==> src/design/fpalu_pkg.sv <==
// types, codes and constants of the fixed-point alu
// no dependencies; imported by every module of the block but the checker
`timescale 1ns / 1ps
`default_nettype none

package fpalu_pkg;

  localparam int FRAC_BITS_DEF = 8;
  localparam int OP_W          = 32;
  localparam int KIND_W        = 4;
  localparam int IN_W          = 64;
  localparam int OUT_W         = 40;

  localparam logic [31:0] MAX32 = 32'h7FFF_FFFF;
  localparam logic [31:0] MIN32 = 32'h8000_0000;

  typedef enum logic [KIND_W-1:0] {
    KIND_ADD      = 4'd0,
    KIND_SUB      = 4'd1,
    KIND_MUL      = 4'd2,
    KIND_DIV      = 4'd3,
    KIND_MIN      = 4'd4,
    KIND_MAX      = 4'd5,
    KIND_INC      = 4'd6,
    KIND_DEC      = 4'd7,
    KIND_FROM_INT = 4'd8,
    KIND_TO_INT   = 4'd9
  } kind_t;

  // request payload carried down the cell chain
  typedef struct packed {
    logic [KIND_W-1:0] kind;
    logic              less;
    logic              equal;
    logic              greater;
    logic [31:0]       simple;
    logic              simple_ovf;
    logic              dz;
    logic              neg;
    logic [63:0]       prod;
    logic [31:0]       dvsr;
  } item_t;

endpackage

`default_nettype wire

==> src/design/fpalu_prep.sv <==
// entry stage: operand decode, compare, simple ops and the 32x32 magnitude product
// depends on fpalu_pkg
`timescale 1ns / 1ps
`default_nettype none

module fpalu_prep #(
  parameter int FRAC_BITS = fpalu_pkg::FRAC_BITS_DEF,
  parameter int NW        = 32 + FRAC_BITS
) (
  input  logic                 clk,
  input  logic                 rst,
  input  logic                 in_valid,
  output logic                 in_ready,
  input  logic [3:0]           in_kind,
  input  logic [31:0]          in_a,
  input  logic [31:0]          in_b,
  output logic                 valid,
  input  logic                 ready,
  output fpalu_pkg::item_t     item,
  output logic [31:0]          rem,
  output logic [NW-1:0]        nq
);
  import fpalu_pkg::*;

  logic signed [31:0] a_s, b_s, a_top;
  logic [31:0]        mag_a, mag_b;
  logic signed [32:0] opb, sum;
  logic [31:0]        simple;
  logic               simple_ovf;
  logic               fi_ovf;
  item_t              item_next;

  assign a_s   = $signed(in_a);
  assign b_s   = $signed(in_b);
  assign mag_a = a_s[31] ? 32'(-in_a) : in_a;
  assign mag_b = b_s[31] ? 32'(-in_b) : in_b;
  assign a_top = a_s >>> (31 - FRAC_BITS);
  assign fi_ovf = !((a_top == 32'sd0) || (a_top == -32'sd1));

  // second addend of the shared adder
  always_comb begin
    case (kind_t'(in_kind))
      KIND_SUB: opb = -{b_s[31], b_s};
      KIND_INC: opb = 33'sd1;
      KIND_DEC: opb = -33'sd1;
      default:  opb = {b_s[31], b_s};
    endcase
  end
  assign sum = {a_s[31], a_s} + opb;

  // results that need no rounding
  always_comb begin
    simple     = '0;
    simple_ovf = 1'b0;
    unique case (kind_t'(in_kind))
      KIND_ADD, KIND_SUB, KIND_INC, KIND_DEC: begin
        if (sum[32] != sum[31]) begin
          simple_ovf = 1'b1;
          simple     = sum[32] ? MIN32 : MAX32;
        end else begin
          simple = sum[31:0];
        end
      end
      KIND_DIV: simple = a_s[31] ? MIN32 : MAX32;
      KIND_MIN: simple = (a_s < b_s) ? in_a : in_b;
      KIND_MAX: simple = (a_s > b_s) ? in_a : in_b;
      KIND_FROM_INT: begin
        simple_ovf = fi_ovf;
        simple     = fi_ovf ? (a_s[31] ? MIN32 : MAX32) : (in_a << FRAC_BITS);
      end
      KIND_TO_INT: simple = 32'(a_s >>> FRAC_BITS);
      default: simple = '0;
    endcase
  end

  always_comb begin
    item_next.kind       = in_kind;
    item_next.less       = a_s < b_s;
    item_next.equal      = in_a == in_b;
    item_next.greater    = a_s > b_s;
    item_next.simple     = simple;
    item_next.simple_ovf = simple_ovf;
    item_next.dz         = (kind_t'(in_kind) == KIND_DIV) && (in_b == 32'd0);
    item_next.neg        = a_s[31] ^ b_s[31];
    item_next.prod       = 64'(mag_a) * 64'(mag_b);
    item_next.dvsr       = mag_b;
  end

  assign in_ready = !valid || ready;

  // stage register
  always_ff @(posedge clk) begin
    if (rst) begin
      valid <= 1'b0;
    end else if (in_ready) begin
      valid <= in_valid;
    end
  end

  always_ff @(posedge clk) begin
    if (in_valid && in_ready) begin
      item <= item_next;
      rem  <= '0;
      nq   <= NW'(mag_a) << FRAC_BITS;
    end
  end

endmodule

`default_nettype wire

==> config.mk <==
export PLATFORM = sky130hd
export DESIGN_NAME = fpalu_prep
export DESIGN_NICKNAME = d
export VERILOG_FILES = /design/src/design/fpalu_pkg.sv /design/src/design/fpalu_prep.sv
export SDC_FILE = /design/constraint.sdc
export NUM_CORES = 2
export LEC_CHECK = 0
export BUFFER_PORTS_ARGS = -buffer_cell sky130_fd_sc_hd__buf_4
export CAP_MARGIN = 20
export CELL_PAD_IN_SITES_DETAIL_PLACEMENT = 2
export CELL_PAD_IN_SITES_GLOBAL_PLACEMENT = 2
export CORE_MARGIN = 4
export CORE_UTILIZATION = 43
export CTS_CLUSTER_SIZE = 40
export DETAILED_ROUTE_END_ITERATION = 8
export GPL_TIMING_DRIVEN = 0
export PLACE_DENSITY = 0.88
export SLEW_MARGIN = 10
export SYNTH_ARGS = -nofsm -noshare
export SYNTH_HDL_FRONTEND = slang
export SYNTH_SLANG_ARGS = --single-unit
export TNS_END_PERCENT = 100
==> constraint.sdc <==
create_clock -name clk -period 34 [get_ports clk]
set_input_delay 8.5 -clock clk [delete_from_list [all_inputs] [get_ports clk]]
set_output_delay 8.5 -clock clk [all_outputs]
set_load 0.005 [all_outputs]
* Word-level counts from Yosys, hierarchy flattened
Cells that the tools add are included. W data, S select, Z words.
Storage, ports and cells: register bits 171, latch bits 0, memory bits (writable) 0, bits in read-only memories 0, output and inout bits 212, word-level logic and storage cells 53, memories 0
Cells by class: add/sub/neg operators 4, $mul 1, div/mod/pow operators 0, magnitude comparators 2, equal/unequal tests 11, shift operators 0, mux-type cells 12, bitwise operators 1, reductions and logical operators 10
Operators with widths (count):
- $mux W32 | 8
- $pmux W32 S6 | 1
- $pmux W33 S3 | 1
- $logic_not A32 Y1 | 2
- $mul A32 B32 Y64 | 1
- $neg A32 Y32 | 2
- $add A33 B33 Y33 | 1
- $neg A33 Y33 | 1
- $eq A32 B32 Y1 | 1
- $gt A32 B32 Y1 | 1
- $lt A32 B32 Y1 | 1
- $eq A4 B3 Y1 const B | 4
- $eq A9 B1 Y1 const B | 1
- $eq A4 B4 Y1 const B | 2
- $eq A4 B1 Y1 const B | 1
- $eq A4 B2 Y1 const B | 1
- $logic_not A4 Y1 | 1
- $reduce_or A4 Y1 | 1
- $logic_and A1 B1 Y1 | 2
- $logic_not A1 Y1 | 2
- $logic_or A1 B1 Y1 | 2
- $pmux W1 S2 | 1
- $mux W1 | 1
- $ne A1 B1 Y1 | 1
- $xor A1 B1 Y1 | 1

* Depth between registers and ports, before layout
depth after elaboration 6, gate-level depth with buffers 39, mapped depth without buffers 36

* Least setup slack after synthesis
No wires, ideal clock.
path kind input to register, from input port in_a[13], to register item[88] (netlist bit), data pin, library setup time 0.271 ns, data arrival time 18.167 ns, data required time 33.729 ns, path slack 15.562 ns, stages 36, path buffers 3, cell sequence buf_2 > or4_4 > or3_4 > or4_4 > or4_4 > or2_1 > o41ai_4 > xor2_2 > inv_2 > buf_6 > nand2_1 > fa_1 > inv_1 > fa_1 > fa_1 > inv_1 > fa_1 > inv_1 > fa_1 > fa_1 > fa_1 > inv_1 > fa_1 > inv_1 > ha_1 > clkbuf_1 > nand2_1 > o21ai_0 > a21boi_0 > o21a_1 > and2_1 > a221o_1 > a2111oi_0 > o21a_1 > mux2i_1 > a221oi_1
RTL lines:
- start, declared | line fpalu_prep.sv:15 | input logic [31:0] in_a,
- end signal, assigned | line fpalu_prep.sv:102 | item <= item_next;
- end, declared | line fpalu_prep.sv:19 | output fpalu_pkg::item_t item,

==> summary.txt <==
Synth
  – Sequential-to-total area share from yosys stat: 11.7%
  – Number of distinct library cell variants in the gate-level netlist after synthesis: 78
  – Yosys reg bits: 171
  – Mean post-synth cell area: 8.89 µm²
  – Number of enable flip-flop cells after synthesis: 170
  – Count of yosys warnings during synthesis: 0
  – Area of the mapped netlist: 0.0439 mm²
  – Most instantiated library cell after synthesis: inv_1
  – Area contributors post-synth: fa_1 (41%), edfxtp_1 (12%), ha_1 (9.4%)
  – Ranking of synthesized cells by instance count: inv_1 (975), fa_1 (897), nor2_1 (623)
  – Count of mapped cells out of synthesis: 4933
  – Area fraction of the dominant cell type after synthesis: 40.9%
  – Dominant synthesized flop cell: edfxtp_1
  – Proportion of synthesized flip-flops having asynchronous set or reset: 0%
  – Area leader, netlist: fa_1

Worst setup path
  – Slowest Stage Delay on Critical Path: 810 ps
  – Worst Path Required: 34290 ps
  – Reg-to-Reg Start: valid$_SDFFE_PP0N_
  – Critical Path Source Type: primary input
  – Register-to-Register Path Depth: 3
  – Type of the setup path with the least slack: primary input to register
  – CP max-delay cell: buf_1
  – Maximum net fanout on the critical path: 10
  – Worst reg2reg path endpoint: item[89]$_DFFE_PP_
  – Sort of element at the end of the critical path: register
  – Crit-path most repeated cell: fa_1
  – Worst path arrival time: 21800 ps
  – Setup slack on the worst flop-to-flop path: 32060 ps

Placed design
  – RePlAce Congestion: 1.00
  – Post-detailed-placement half-perimeter wirelength: about 190 mm
  – Placed cell area: 0.0480 mm²
  – Placed insts: 6596
  – Port-buffer cells: around 240

Finish
  – Final design instance area without fill: around 0.049 mm²
  – # nets final: 6568
  – Fraction of layout instances using a drive strength above 1: 8.35%
  – Filler-free cell count of the finished design: approximately 6700
  – Combined flip-flop and latch cell area: 0.00512 mm²
  – Util after Layout: 48.4%
  – Area added between synthesis and finish: 11.0%
  – Number of fill cells: between 10000 and 15000
  – Multi-input gate area: 0.0340 mm²

Floorplan
  – Starting density of the core: 43.6%
  – Die X: 327 µm
  – Die height: around 330 µm
  – Die outline area: 0.107 mm²
  – Standard cell core area: 0.101 mm²
  – I/O pin cnt: around 280
  – FP Rows: about 120

Clock tree
  – Clock latency reported for the late side of the worst-skew pair: 570 ps
  – Hold-fix buffers at CTS: 0
  – Clock tree from TritonCTS: built
  – Clock slew at reported path FFs: 80 ps
  – Library cell used as clock root buffer: clkbuf_16
  – H-tree depth: 4
  – Worst-case clock buffer depth: 2
  – Number of post-CTS setup repair buffers: 0
  – Clock buffer count from CTS: 17
  – Number of gates resized after CTS: 0
  – Number of clock sinks: 171

Min path
  – Endpoint of the worst hold path: valid$_SDFFE_PP0N_
  – Startpoint of the lowest-slack hold path: valid$_SDFFE_PP0N_
  – Hold Crit Class: register to register
  – Cell depth of the worst hold path: 2

STA
  – Final clock period utilization by the worst path: between 60% and 70%
  – Setup TNS: 0 ps
  – Worst setup skew after layout: 16.7 ps
  – Total count of max-transition violations in the final report: 0
  – Total count of hold-check failures in the final report: 0
  – Setup violation total in the final timing report: 0
  – Actual slew at the worst max-slew pin: 1330 ps
  – Headroom to the max-slew limit: around 11%
  – Unrepaired setup endpoints after global routing: no
  – Achievable Freq: 46.5 MHz
  – Minimum clock period after layout: 21510 ps

Drt
  – Via count of the routed design: just over 40000
  – Router iterations before antenna repair: 6
  – Average vias per placed instance: 6.19
  – Initial detailed-routing violation count: around 4200
  – Drc violations: 0
  – Routed WL per cell: 35.1 µm
  – Count of antenna-violating nets left after detailed routing: 0
  – Total wirelength of the detailed-routed design: 234 mm

Global route
  – Number of global-route vias before repair: 48000
  – Overall fraction of global-route tracks in use: a little over two fifths
  – Largest net degree at the start of global routing: 64
  – Number of antenna violations at the first check in global routing: 18
  – First-pass GRT wire length: 334 mm
  – GRT Residual Overflow: 0

Run status
  – Status: complete, no violations

Run
  – Number of maximum-capacitance constraint violations: 0
## routing by layer
layer,vias up,share of wire [%],GRT usage (%)
li1,15800,-,-
met1,21200,34,48.2
met2,2910,46,70.3
met3,1217,10,13.4
met4,2,10,34.9
met5,-,0.0030,0
## kinds of logic (layout without fill, tap and decap cells)
group                      count (synthesis)  in the layout  synth area share, %
muxes                                     56             56                 1.35
AOI/OAI and AO/OA                        579            579                 8.24
buffers and inverters                   1281           1590                 11.4
other                                      1             55              0.00855
adders and majority gates               1229           1229                 50.4
xor gates and xnor gates                 143            143                 2.91
DFF                                      171            171                 11.7
and+or+nand+nor                         1473           1473                 14.0
## layout by cell type, fill, tap and decap left out, drive strengths merged, types with 7 or more instances in the layout
master,netlist,final
inv,981,988
fa,897,897
nor2,623,623
nand2,603,603
buf,64,341
ha,331,331
clkbuf,218,235
a21oi,195,195
edfxtp,170,170
o21ai,133,133
xnor2,83,83
xor2,60,60
a21o,52,52
o211ai,45,45
conb,1,40
and2,40,40
nand3,34,34
nand4,34,34
mux2i,32,32
nor3,31,31
nand2b,25,25
o21a,24,24
mux2,24,24
clkinv,18,24
a31oi,19,19
and3,19,19
or3,19,19
a221oi,18,18
diode,0,15
a211oi,13,13
o21bai,13,13
o31ai,12,12
nor2b,12,12
or2,11,11
or4,10,10
a311oi,8,8
o41ai,8,8
nor4,7,7
## flip-flops by register name (all words and copies together), names as in the netlist
name / cells
valid: 1
item: 138
nq: 32
## worst max-delay path, delay by kind of cell
kind                     cells  cell delay, ps
AO/OA/AOI/OAI                8            3880
XOR/XNOR                     1             260
adder cells (fa/ha/maj)     10            4580
buffers and inverters        9            3010
AND/OR/NAND/NOR              6            1520
## stage by stage
stage	hold slack [ps]	worst slack (ps)
2_1_floorplan	522	15560
3_3_place_gp	498	11780
3_5_place_dp	554	12420
4_1_cts	564	12930
5_1_grt	629	12370
6_report	551	12490
## layout make-up
class	count	share of cell area (%)
diodes	15	0.0771
clock buffers	17	0.873
repair buffers	277	4.57
clock inverters	15	0.311
well taps	1357	3.49
plain buffers	282	2.58
multi-input cells	3520	69.9
inverters	999	7.70
flip-flops and latches	171	10.5
## how the worst max path moves through the flow
stage,depth (start not counted),startpoint,endpoint,slack (ps)
final,34,in_b[0],item[94]$_DFFE_PP_,12490
after floorplan,36,in_a[13],item[88]$_DFFE_PP_,15560
after global routing,34,in_b[0],item[94]$_DFFE_PP_,12370
after CTS,34,in_b[0],item[94]$_DFFE_PP_,12930
after detailed placement,34,in_b[0],item[94]$_DFFE_PP_,12420
after global placement,28,in_a[0],item[94]$_DFFE_PP_,11780
Power is not shown: default switching activity piles up to over one toggle a cycle in this logic, so the estimate is an artifact.
