--- config.mk ---
export PLATFORM = sky130hd
export DESIGN_NAME = fpalu_final
export DESIGN_NICKNAME = d
export VERILOG_FILES = /design/src/design/fpalu_pkg.sv /design/src/design/fpalu_final.sv
export SDC_FILE = /design/constraint.sdc
export NUM_CORES = 1
export LEC_CHECK = 0
export BUFFER_PORTS_ARGS = -buffer_cell sky130_fd_sc_hd__clkbuf_2
export CAP_MARGIN = 20
export CORE_MARGIN = 2
export CORE_UTILIZATION = 40
export CTS_CLUSTER_SIZE = 40
export DETAILED_ROUTE_END_ITERATION = 8
export PLACE_DENSITY = 0.75
export SETUP_SLACK_MARGIN = 0.02
export SYNTH_ARGS = -nofsm -noshare
export SYNTH_HDL_FRONTEND = slang
export SYNTH_SLANG_ARGS = --single-unit
export TNS_END_PERCENT = 20
--- constraint.sdc ---
create_clock -name clk -period 7.2 [get_ports clk]
set_input_delay 1.44 -clock clk [delete_from_list [all_inputs] [get_ports clk]]
set_output_delay 1.44 -clock clk [all_outputs]
set_load 0.02 [all_outputs]
--- src/design/fpalu_pkg.sv ---
// types, codes and constants of the fixed-point alu
// no dependencies; imported by every module of the block but the checker
`timescale 1ns / 1ps
`default_nettype none

package fpalu_pkg;

  localparam int FRAC_BITS_DEF = 8;
  localparam int OP_W          = 32;
  localparam int KIND_W        = 4;
  localparam int IN_W          = 64;
  localparam int OUT_W         = 40;

  localparam logic [31:0] MAX32 = 32'h7FFF_FFFF;
  localparam logic [31:0] MIN32 = 32'h8000_0000;

  typedef enum logic [KIND_W-1:0] {
    KIND_ADD      = 4'd0,
    KIND_SUB      = 4'd1,
    KIND_MUL      = 4'd2,
    KIND_DIV      = 4'd3,
    KIND_MIN      = 4'd4,
    KIND_MAX      = 4'd5,
    KIND_INC      = 4'd6,
    KIND_DEC      = 4'd7,
    KIND_FROM_INT = 4'd8,
    KIND_TO_INT   = 4'd9
  } kind_t;

  // request payload carried down the cell chain
  typedef struct packed {
    logic [KIND_W-1:0] kind;
    logic              less;
    logic              equal;
    logic              greater;
    logic [31:0]       simple;
    logic              simple_ovf;
    logic              dz;
    logic              neg;
    logic [63:0]       prod;
    logic [31:0]       dvsr;
  } item_t;

endpackage

`default_nettype wire

--- src/design/fpalu_final.sv ---
// output stage: rounding and saturation of product and quotient, result select
// depends on fpalu_pkg
`timescale 1ns / 1ps
`default_nettype none

module fpalu_final #(
  parameter int FRAC_BITS = fpalu_pkg::FRAC_BITS_DEF,
  parameter int NW        = 32 + FRAC_BITS
) (
  input  logic                          clk,
  input  logic                          rst,
  input  logic                          in_valid,
  output logic                          in_ready,
  input  fpalu_pkg::item_t              in_item,
  input  logic [31:0]                   in_rem,
  input  logic [NW-1:0]                 in_nq,
  output logic                          valid,
  input  logic                          ready,
  output logic [fpalu_pkg::OUT_W-1:0]   data
);
  import fpalu_pkg::*;

  logic [63:0] q_mul, q_div, q;
  logic        round_up;
  logic        sat_ovf;
  logic [31:0] sat_res;
  logic [31:0] result;
  logic        ovf;
  logic        use_sat;

  // product rounded half away from zero on the magnitude
  assign q_mul = (in_item.prod + (64'd1 << (FRAC_BITS - 1))) >> FRAC_BITS;
  // quotient rounded up when twice the remainder reaches the divisor
  assign round_up = {in_rem, 1'b0} >= {1'b0, in_item.dvsr};
  assign q_div    = 64'(in_nq) + 64'(round_up);
  assign q = (kind_t'(in_item.kind) == KIND_MUL) ? q_mul : q_div;

  // sign and magnitude to 32 bits with saturation
  always_comb begin
    if (in_item.neg) begin
      sat_ovf = q > 64'h0000_0000_8000_0000;
      sat_res = sat_ovf ? MIN32 : 32'(-q[31:0]);
    end else begin
      sat_ovf = q > 64'h0000_0000_7FFF_FFFF;
      sat_res = sat_ovf ? MAX32 : q[31:0];
    end
  end

  assign use_sat = (kind_t'(in_item.kind) == KIND_MUL) ||
                   ((kind_t'(in_item.kind) == KIND_DIV) && !in_item.dz);
  assign result  = use_sat ? sat_res : in_item.simple;
  assign ovf     = use_sat ? sat_ovf : in_item.simple_ovf;

  assign in_ready = !valid || ready;

  // output register
  always_ff @(posedge clk) begin
    if (rst) begin
      valid <= 1'b0;
    end else if (in_ready) begin
      valid <= in_valid;
    end
  end

  always_ff @(posedge clk) begin
    if (in_valid && in_ready) begin
      data <= {3'b000, in_item.dz, ovf, in_item.greater, in_item.equal, in_item.less, result};
    end
  end

endmodule

`default_nettype wire

### Word-level counts from Yosys, hierarchy flattened

Cells that the tools add are included.

| word-level totals | value |
|---|---|
| bits in registers | 38 |

| operators by class | value |
|---|---|
| reductions and logical operators | 6 |
| mux-type cells | 7 |
| equal/unequal tests | 2 |
| $add $sub $neg | 3 |
| magnitude comparators | 3 |

Operators with widths:

| cell | count |
|---|---|
| two-way mux 32 bit | 4 |
| adder 64 x 8 -> 64 bit (second input constant) | 1 |
| greater-than comparator 56 x 31 -> 1 bit (second input constant) | 1 |
| greater-than comparator 56 x 32 -> 1 bit (second input constant) | 1 |
| two-way mux 56 bit | 1 |
| adder 40 x 1 -> 41 bit | 1 |
| >= comparator 33 x 32 -> 1 bit | 1 |
| negator 32 bit | 1 |
| == test 4 x 2 -> 1 bit (second input constant) | 2 |
| logical AND 1 bit | 2 |
| logical NOT 1 bit | 2 |
| logical OR 1 bit | 2 |
| two-way mux 1 bit | 2 |

### Depth between registers and ports, before layout

Gate-level depths: netlist (run 1).

| depth | value |
|---|---|
| word-level depth | 7 |
| gate-level depth with buffers | 26 |
| gate-level depth less buffers | 24 |

### Least setup slack after synthesis (run 1)

Ideal clock, no wire load.

| timing path | value |
|---|---|
| path type | input to register |
| from | input port in_item[10] (netlist name) |
| to | register data[26] (netlist name), data pin |
| library setup time | 154 ps |
| path buffers | 1 |
| stages | 24 |
| required time | 7,046 ps |
| arrival | 6,207 ps |
| path slack | 838 ps |
| cell sequence | inv_1 -> ha_1 -> a21o_1 -> a21o_1 -> a21o_1 -> a21o_1 -> a21o_1 -> a21o_1 -> a21oi_1 -> nor3_1 -> o31ai_1 -> o211ai_1 -> ha_1 -> ha_1 -> a21oi_1 -> ha_1 -> nand2_1 -> or4b_1 -> buf_2 -> nor3_2 -> nand4_1 -> a211o_1 -> or4_1 -> a41oi_2 |

| on the way | value |
|---|---|
| cells in the longest elaborated chain, start to end | 7 |
| elaborated cells between the ends (all ways) | 10 |
| classes of those cells | 2 x add/sub; 3 x order compare; 5 x mux |

RTL lines:

| what | RTL line | RTL |
|---|---|---|
| start, declared | fpalu_final.sv:14 | `input fpalu_pkg::item_t in_item,` |
| >= comparator 33 x 32 -> 1 bit (*) | fpalu_final.sv:34 | `assign round_up = {in_rem, 1'b0} >= {1'b0, in_item.dvsr};` |
| adder 40 x 1 -> 41 bit (*) | fpalu_final.sv:35 | `assign q_div = 64'(in_nq) + 64'(round_up);` |
| two-way mux 56 bit (*) | fpalu_final.sv:36 | `assign q = (kind_t'(in_item.kind) == KIND_MUL) ? q_mul : q_div;` |
| greater-than comparator 56 x 31 -> 1 bit (tied with other cells) | fpalu_final.sv:44 | `sat_ovf = q > 64'h0000_0000_7FFF_FFFF;` |
| two-way mux 32 bit (on tied branches) | fpalu_final.sv:45, fpalu_final.sv:42 |  |
| two-way mux 32 bit (*) | fpalu_final.sv:40 | `if (in_item.neg) begin` |
| two-way mux 32 bit (*) | fpalu_final.sv:51 | `assign result = use_sat ? sat_res : in_item.simple;` |
| named net result[26] | fpalu_final.sv:27 | `logic [31:0] result;` |
| end signal, assigned | fpalu_final.sv:67 | `data <= {3'b000, in_item.dz, ovf, in_item.greater, in_item.equal, in_item.less, result};` |
| end, declared | fpalu_final.sv:19 | `output logic [fpalu_pkg::OUT_W-1:0] data` |

Mark *: on every way through the listed nets, which the timed path passes. The rest lies on a longest branch.
A chain may end at the register's enable or synchronous reset.

### Final worst setup path (run 1)

| timing path | value |
|---|---|
| from | input port in_item[10] (netlist name) |
| to | register data[22] (netlist name), data pin |

The elaborated chain is that of the path after synthesis.

==> results of run 1 <==
## cell usage after synthesis (all sizes together) (9+ instances only)
cell type and n:
nand2 86, nor2 78, nand3 49, nand4 49, inv 43, nor3 42, edfxtp 37, ha 36
a21oi 32, xnor2 30, and3 29, o21ai 29, xor2 28, a31oi 26, buf 25, clkbuf 23
nor4 23, a21o 19, and4 18, mux2i 13, or3 13, and2 10, o21a 9
## layout make-up
class                   instances  area share, %
clock buffers                   7           1.76
clock inverters                 1         0.0617
inverters                      43           1.99
multi-input cells             757           61.7
flip-flops and latches         38           13.9
well taps                     216           3.33
repair buffers                265           17.3
## worst reg2reg max path: stages (launching register included)
cell	delay [ns]
dfxtp_1	0.31
nand2b_1	0.12
and2_1	0.14
buf_4	0.40
## power breakdown
group / internal, mW / switching [mW] / total (mW)
Sequential: 0.261 / 0.00346 / 0.265
Combinational: 0.133 / 0.192 / 0.325
Clock: 0.137 / 0.0770 / 0.214
Total: 0.532 / 0.273 / 0.804
## sequential cells by signal, indices dropped and copies added, names as in the netlist
name   cells
valid      1
data      37
## worst max-delay path by stage
stage	startpoint	endpoint	slack [ns]
CTS	in_item[10]	data[10]$_DFFE_PP_	0.49
floorplan	in_item[10]	data[26]$_DFFE_PP_	0.84
global placement	in_item[10]	data[6]$_DFFE_PP_	0.26
detailed placement	in_item[10]	data[10]$_DFFE_PP_	0.22
finish	in_item[10]	data[22]$_DFFE_PP_	0.49
global route	in_item[10]	data[22]$_DFFE_PP_	0.06
## repair_timing
item	CTS	global route
setup endpoints to repair	0	1
buffers inserted	0	0
gates resized for setup	0	1
## metal layers
layer,global-route usage [%],wire (um)
met4,6.04,460
met2,41.6,10200
met5,0,0
met1,32.6,9700
met3,5.13,2020
## per-stage QoR
step	hold slack, ns	area [um^2]	setup slack, ns	power [mW]	cells
floorplan	0.729	6510	0.838	0.453	886
global placement	0.508	7970	0.260	0.585	1319
detailed placement	0.551	7970	0.217	0.590	1319
CTS	0.570	8110	0.488	0.806	1327
global route	0.592	8120	0.0606	0.852	1327
finish	0.561	8120	0.488	0.804	1327
## cells by family (layout without fill, tap and decap cells)
group                    after synthesis  after routing
adder cells (fa/ha/maj)               36             36
flip-flops                            38             38
AO/OA/AOI/OAI                        196            196
XOR/XNOR                              58             58
buffers and inverters                 91            316
other                                  1              3
multiplexers                          21             21
AND/OR/NAND/NOR                      443            443
==> flow_metrics.env, run 1 <==
export IMPL_fillers=1597
export IMPL_place_congestion=0.946
export IMPL_slew_viol_final=0
export IMPL_cts_tree="yes"
export IMPL_cts_max_level=2
export IMPL_power_density_nw_per_um2=99.1
export IMPL_crit_cells=25
export IMPL_drt_iter0_drc=634
export IMPL_root_buffer="clkbuf_16"
export IMPL_min_to="valid$_SDFFE_PP0N_"
export IMPL_totalNegativeSetupSlack_ns=0
export IMPL_final_layout_size_suffix_gt1_share_pct=27.1
export IMPL_num_antenna_cells=0
export IMPL_max_slew_margin_pct=29.7
export IMPL_synthTopCellsByArea="edfxtp_1, ha_1, nand2_1"
export IMPL_clock_latency_ns=0.28
export IMPL_fin_crit_sh_pct=93.2
export IMPL_vias=7627
export IMPL_wl_per_cell_um=16.9
export IMPL_reg2reg_depth=3
export IMPL_drc=0
export IMPL_synthDominantCellAreaShare_pct=17.1
export IMPL_synthCells=884
export IMPL_worstSetupPathType="in2reg"
export IMPL_critical_path_required_ns=7.30
export IMPL_synthArstFlopShare_pct=0
export IMPL_synth_fa_ha_area_share_pct=6.93
export IMPL_initial_core_util_pct=40.9
export IMPL_r2r_start="valid$_SDFFE_PP0N_"
export IMPL_rows=46
export IMPL_clk_pin_slew_ns=0.05
export IMPL_die_w_um=132
export IMPL_antenna_found_initial=0
export IMPL_routed_wl_um=22400
export IMPL_die_area_um2=17300
export IMPL_synth_xor_area_share_pct=7.81
export IMPL_nNetsFinal=1360
export IMPL_ctsHoldBuffers=0
export IMPL_synth_seq_area_share_pct=17.4
export IMPL_grt_pass1_wl_um=35500
export IMPL_critPathSlowestCell="a2111oi_0"
export IMPL_hold_viol=0
export IMPL_r2r_slack_ns=5.86
export IMPL_ys_types=73
export IMPL_synth_compound_area_share_pct=21.2
export IMPL_worstHoldPathType="reg2reg"
export IMPL_mostFrequentLayoutCell="clkbuf_2"
export IMPL_syn_cell_area_um2=6500
export IMPL_crit_path_start_kind="input port"
export IMPL_clkSinkCount=38
export IMPL_worstPathArrival_ns=6.81
export IMPL_grt_setup_unrepaired="no"
export IMPL_hp_start="valid$_SDFFE_PP0N_"
export IMPL_grt_pass1_vias=6932
export IMPL_ys_seq_elements=38
export IMPL_cts_buffers=5
export IMPL_holdPathStages=2
export IMPL_grt_usage_pct=24.8
export IMPL_final_core_utilization_pct=51.1
export IMPL_final_setup_viol_count=0
export IMPL_ys_warn_count=0
export IMPL_yosysTopAreaCell="edfxtp_1"
export IMPL_reg2reg_to="data[15]$_DFFE_PP_"
export IMPL_first_pass_iters=7
export IMPL_pin_count=256
export IMPL_crit_buf_inv=2
export IMPL_ant_nets=0
export IMPL_status="finished, final reports clean"
export IMPL_grt_max_degree=51
export IMPL_multiInputGateArea_um2=5000
export IMPL_gr_total_overflow=0
export IMPL_crit_fanout=6
export IMPL_max_freq_mhz=149
export IMPL_yosys_most_used_dff="edfxtp_1"
export IMPL_path_common_cell="a21o_1"
export IMPL_synth_top_family_by_area="simple AND/OR/NAND/NOR gates"
export IMPL_slowest_delay_ns=0.51
export IMPL_cap_violations=0
export IMPL_dieHeight_um=132
export IMPL_coreArea_um2=15900
export IMPL_synth_simple_area_share_pct=37.3
export IMPL_synth_mux_area_share_pct=3.39
export IMPL_critPathTopFamily="compound AO/OA/AOI/OAI gates"
export IMPL_min_period_ns=6.71
export IMPL_end_kind="flop"
export IMPL_total_leakage_power_nw=3.48
export IMPL_dp_hpwl_um=18700
export IMPL_clockBufferDepth=2
export IMPL_worst_pin_slew_ns=1.05
export IMPL_ir_worst_vdd_mv=0.105
export IMPL_synth_edf_count=37
export IMPL_final_cell_mix="clkbuf_2, nand2_1, nor2_1"
export IMPL_routed_via_density=5.75
export IMPL_area_growth_pct=24.8
export IMPL_final_seq_area_um2=1130
export IMPL_fin_skew_ns=0.00436
export IMPL_port_buffers=245
export IMPL_syn_avg_cell_area_um2=7.36
(Power assumes the default switching activity.)
==> run 2, diff against run 1 <==
- CORE_ASPECT_RATIO: default -> 1.75
- GPL_TIMING_DRIVEN: default -> 0
==> run 2 against run 1 <==
Effect of this change: wire length rose by 5.7%; critical path type unchanged; combinational power is 2% higher; worst setup slack got worse by 0.12 ns; global-route usage increased by 1.6 points; fmax shrank 1.7%.
==> flow_metrics.env, run 2 (synthesized netlist as in run 1, its figures left out) <==
export IMPL_final_layout_size_suffix_gt1_share_pct=27.4
export IMPL_final_cell_mix="clkbuf_2, nand2_1, nor2_1"
export IMPL_pwr_share_clk_pct=29.2
export IMPL_swShare_pct=33.6
export IMPL_port_buffers=239
export IMPL_cap_violations=0
export IMPL_routed_via_density=5.97
export IMPL_coreArea_um2=15900
export IMPL_power_mw=0.839
export IMPL_place_inst=1315
export IMPL_slowest_delay_ns=0.48
export IMPL_total_leakage_power_nw=3.53
export IMPL_critPathSlowestCell="a2111oi_1"
export IMPL_root_buffer="clkbuf_16"
export IMPL_dpl_cell_area_um2=7950
export IMPL_ir_worst_vdd_mv=0.0735
export IMPL_worst_pin_slew_ns=1.02
export IMPL_fin_crit_sh_pct=94.8
export IMPL_p_int_mw=0.557
export IMPL_die_w_um=100
export IMPL_critical_path_required_ns=7.20
export IMPL_routed_wl_um=23700
export IMPL_status="finished, final reports clean"
export IMPL_slew_viol_final=0
export IMPL_min_period_ns=6.83
export IMPL_crit_fanout=10
export IMPL_fin_skew_ns=0.00302
export IMPL_clockBufferDepth=2
export IMPL_area_growth_pct=25.7
export IMPL_top_register="data"
export IMPL_cts_max_level=2
export IMPL_path_common_cell="a21o_1"
export IMPL_clkSinkCount=38
export IMPL_ctsHoldBuffers=0
export IMPL_worstHoldPathType="reg2reg"
export IMPL_grt_setup_unrepaired="yes"
export IMPL_antenna_found_initial=0
export IMPL_cts_tree="yes"
export IMPL_hold_viol=0
export IMPL_clk_pin_slew_ns=0.06
export IMPL_largest_reg_flops=37
export IMPL_die_area_um2=17300
export IMPL_end_kind="flop"
export IMPL_gr_total_overflow=0
export IMPL_dp_hpwl_um=20400
export IMPL_power_density_nw_per_um2=103
export IMPL_worstSetupPathType="in2reg"
export IMPL_worstPathArrival_ns=6.83
export IMPL_ant_nets=0
export IMPL_whs_ns=0.509
export IMPL_vias=7897
export IMPL_dieHeight_um=173
export IMPL_final_setup_viol_count=0
export IMPL_cts_buffers=5
export IMPL_combPwrFrac_pct=39.3
export IMPL_num_antenna_cells=0
export IMPL_grt_usage_pct=26.4
export IMPL_nNetsFinal=1382
export IMPL_place_congestion=0.969
export IMPL_grt_max_degree=38
export IMPL_drt_iter0_drc=466
export IMPL_rows=61
export IMPL_instances_no_fill=1322
export IMPL_power_switching_mw=0.282
export IMPL_first_pass_iters=6
export IMPL_drc=0
export IMPL_pin_count=256
export IMPL_grt_pass1_vias=7478
export IMPL_cts_setup_buffers=0
export IMPL_clock_latency_ns=0.28
export IMPL_p_seq_share_pct=31.5
export IMPL_initial_core_util_pct=41.0
export IMPL_max_slew_margin_pct=31.6
export IMPL_post_cts_resized=2
export IMPL_crit_path_start_kind="input port"
export IMPL_largestRegisters="data: 37 flops, valid: 1 flops"
export IMPL_max_freq_mhz=146
export IMPL_wl_per_cell_um=17.9
export IMPL_mostFrequentLayoutCell="clkbuf_2"
export IMPL_grt_pass1_wl_um=36900
export IMPL_stdcell_area_um2=8180
run 2: area by class of cell:
| cell class | instances | area, um^2 |
|---|---|---|
| clock inverter | 3 | 40.0 |
| clock buffer | 5 | 125 |
| fill | 1680 | 7700 |
| sequential | 38 | 1130 |
| buffer | 47 | 225 |
| multi-input combinational | 757 | 5060 |
| inverter | 43 | 161 |
| timing repair buffer | 240 | 1200 |
| tap | 189 | 236 |
run 2: worst paths after layout:
check                                   startpoint  slack (ns)  cells after the start                  to
worst min-delay path            valid$_SDFFE_PP0N_        0.51                      2  valid$_SDFFE_PP0N_
worst min register to register  valid$_SDFFE_PP0N_        0.51                      2  valid$_SDFFE_PP0N_
worst max-delay path                   in_item[10]        0.37                     27  data[16]$_DFFE_PP_
worst max register to register  valid$_SDFFE_PP0N_        5.69                      2  data[23]$_DFFE_PP_
run 2: critical path, delay by kind of cell:
kind / cells / cell delay [ns]
mux: 1 / 0.27
xor+xnor: 1 / 0.18
fa+ha+maj: 2 / 0.55
compound gates: 12 / 2.25
buf+inv: 5 / 0.95
simple gates: 6 / 1.19
run 2: metal layers:
layer | vias up | routed length (um) | GRT usage [%]
met2 | 313 | 12500 | 50.5
met5 | - | 0 | 0
met3 | 83 | 1410 | 3.31
met1 | 3629 | 8440 | 26.7
met4 | 0 | 1310 | 14.2
li1 | 3872 | - | -
run 2: metrics by stage:
step | utilization [%] | setup WS (ns) | TNS, ns
floorplan | - | 0.838 | 0
global placement | 50.0 | -0.985 | -26.53
detailed placement | 50.1 | -0.472 | -9.48
CTS | 51.2 | 0.0457 | 0
global route | 51.5 | 0.0142 | 0
finish | 51.5 | 0.372 | 0
run 2: power groups by stage:
stage          combinational, mW  clock (mW)  sequential, mW
2_1_floorplan              0.164           0           0.289
3_3_place_gp               0.316           0           0.270
3_5_place_dp               0.321           0           0.269
4_1_cts                    0.323       0.250           0.265
5_1_grt                    0.362       0.256           0.266
6_report                   0.330       0.245           0.265
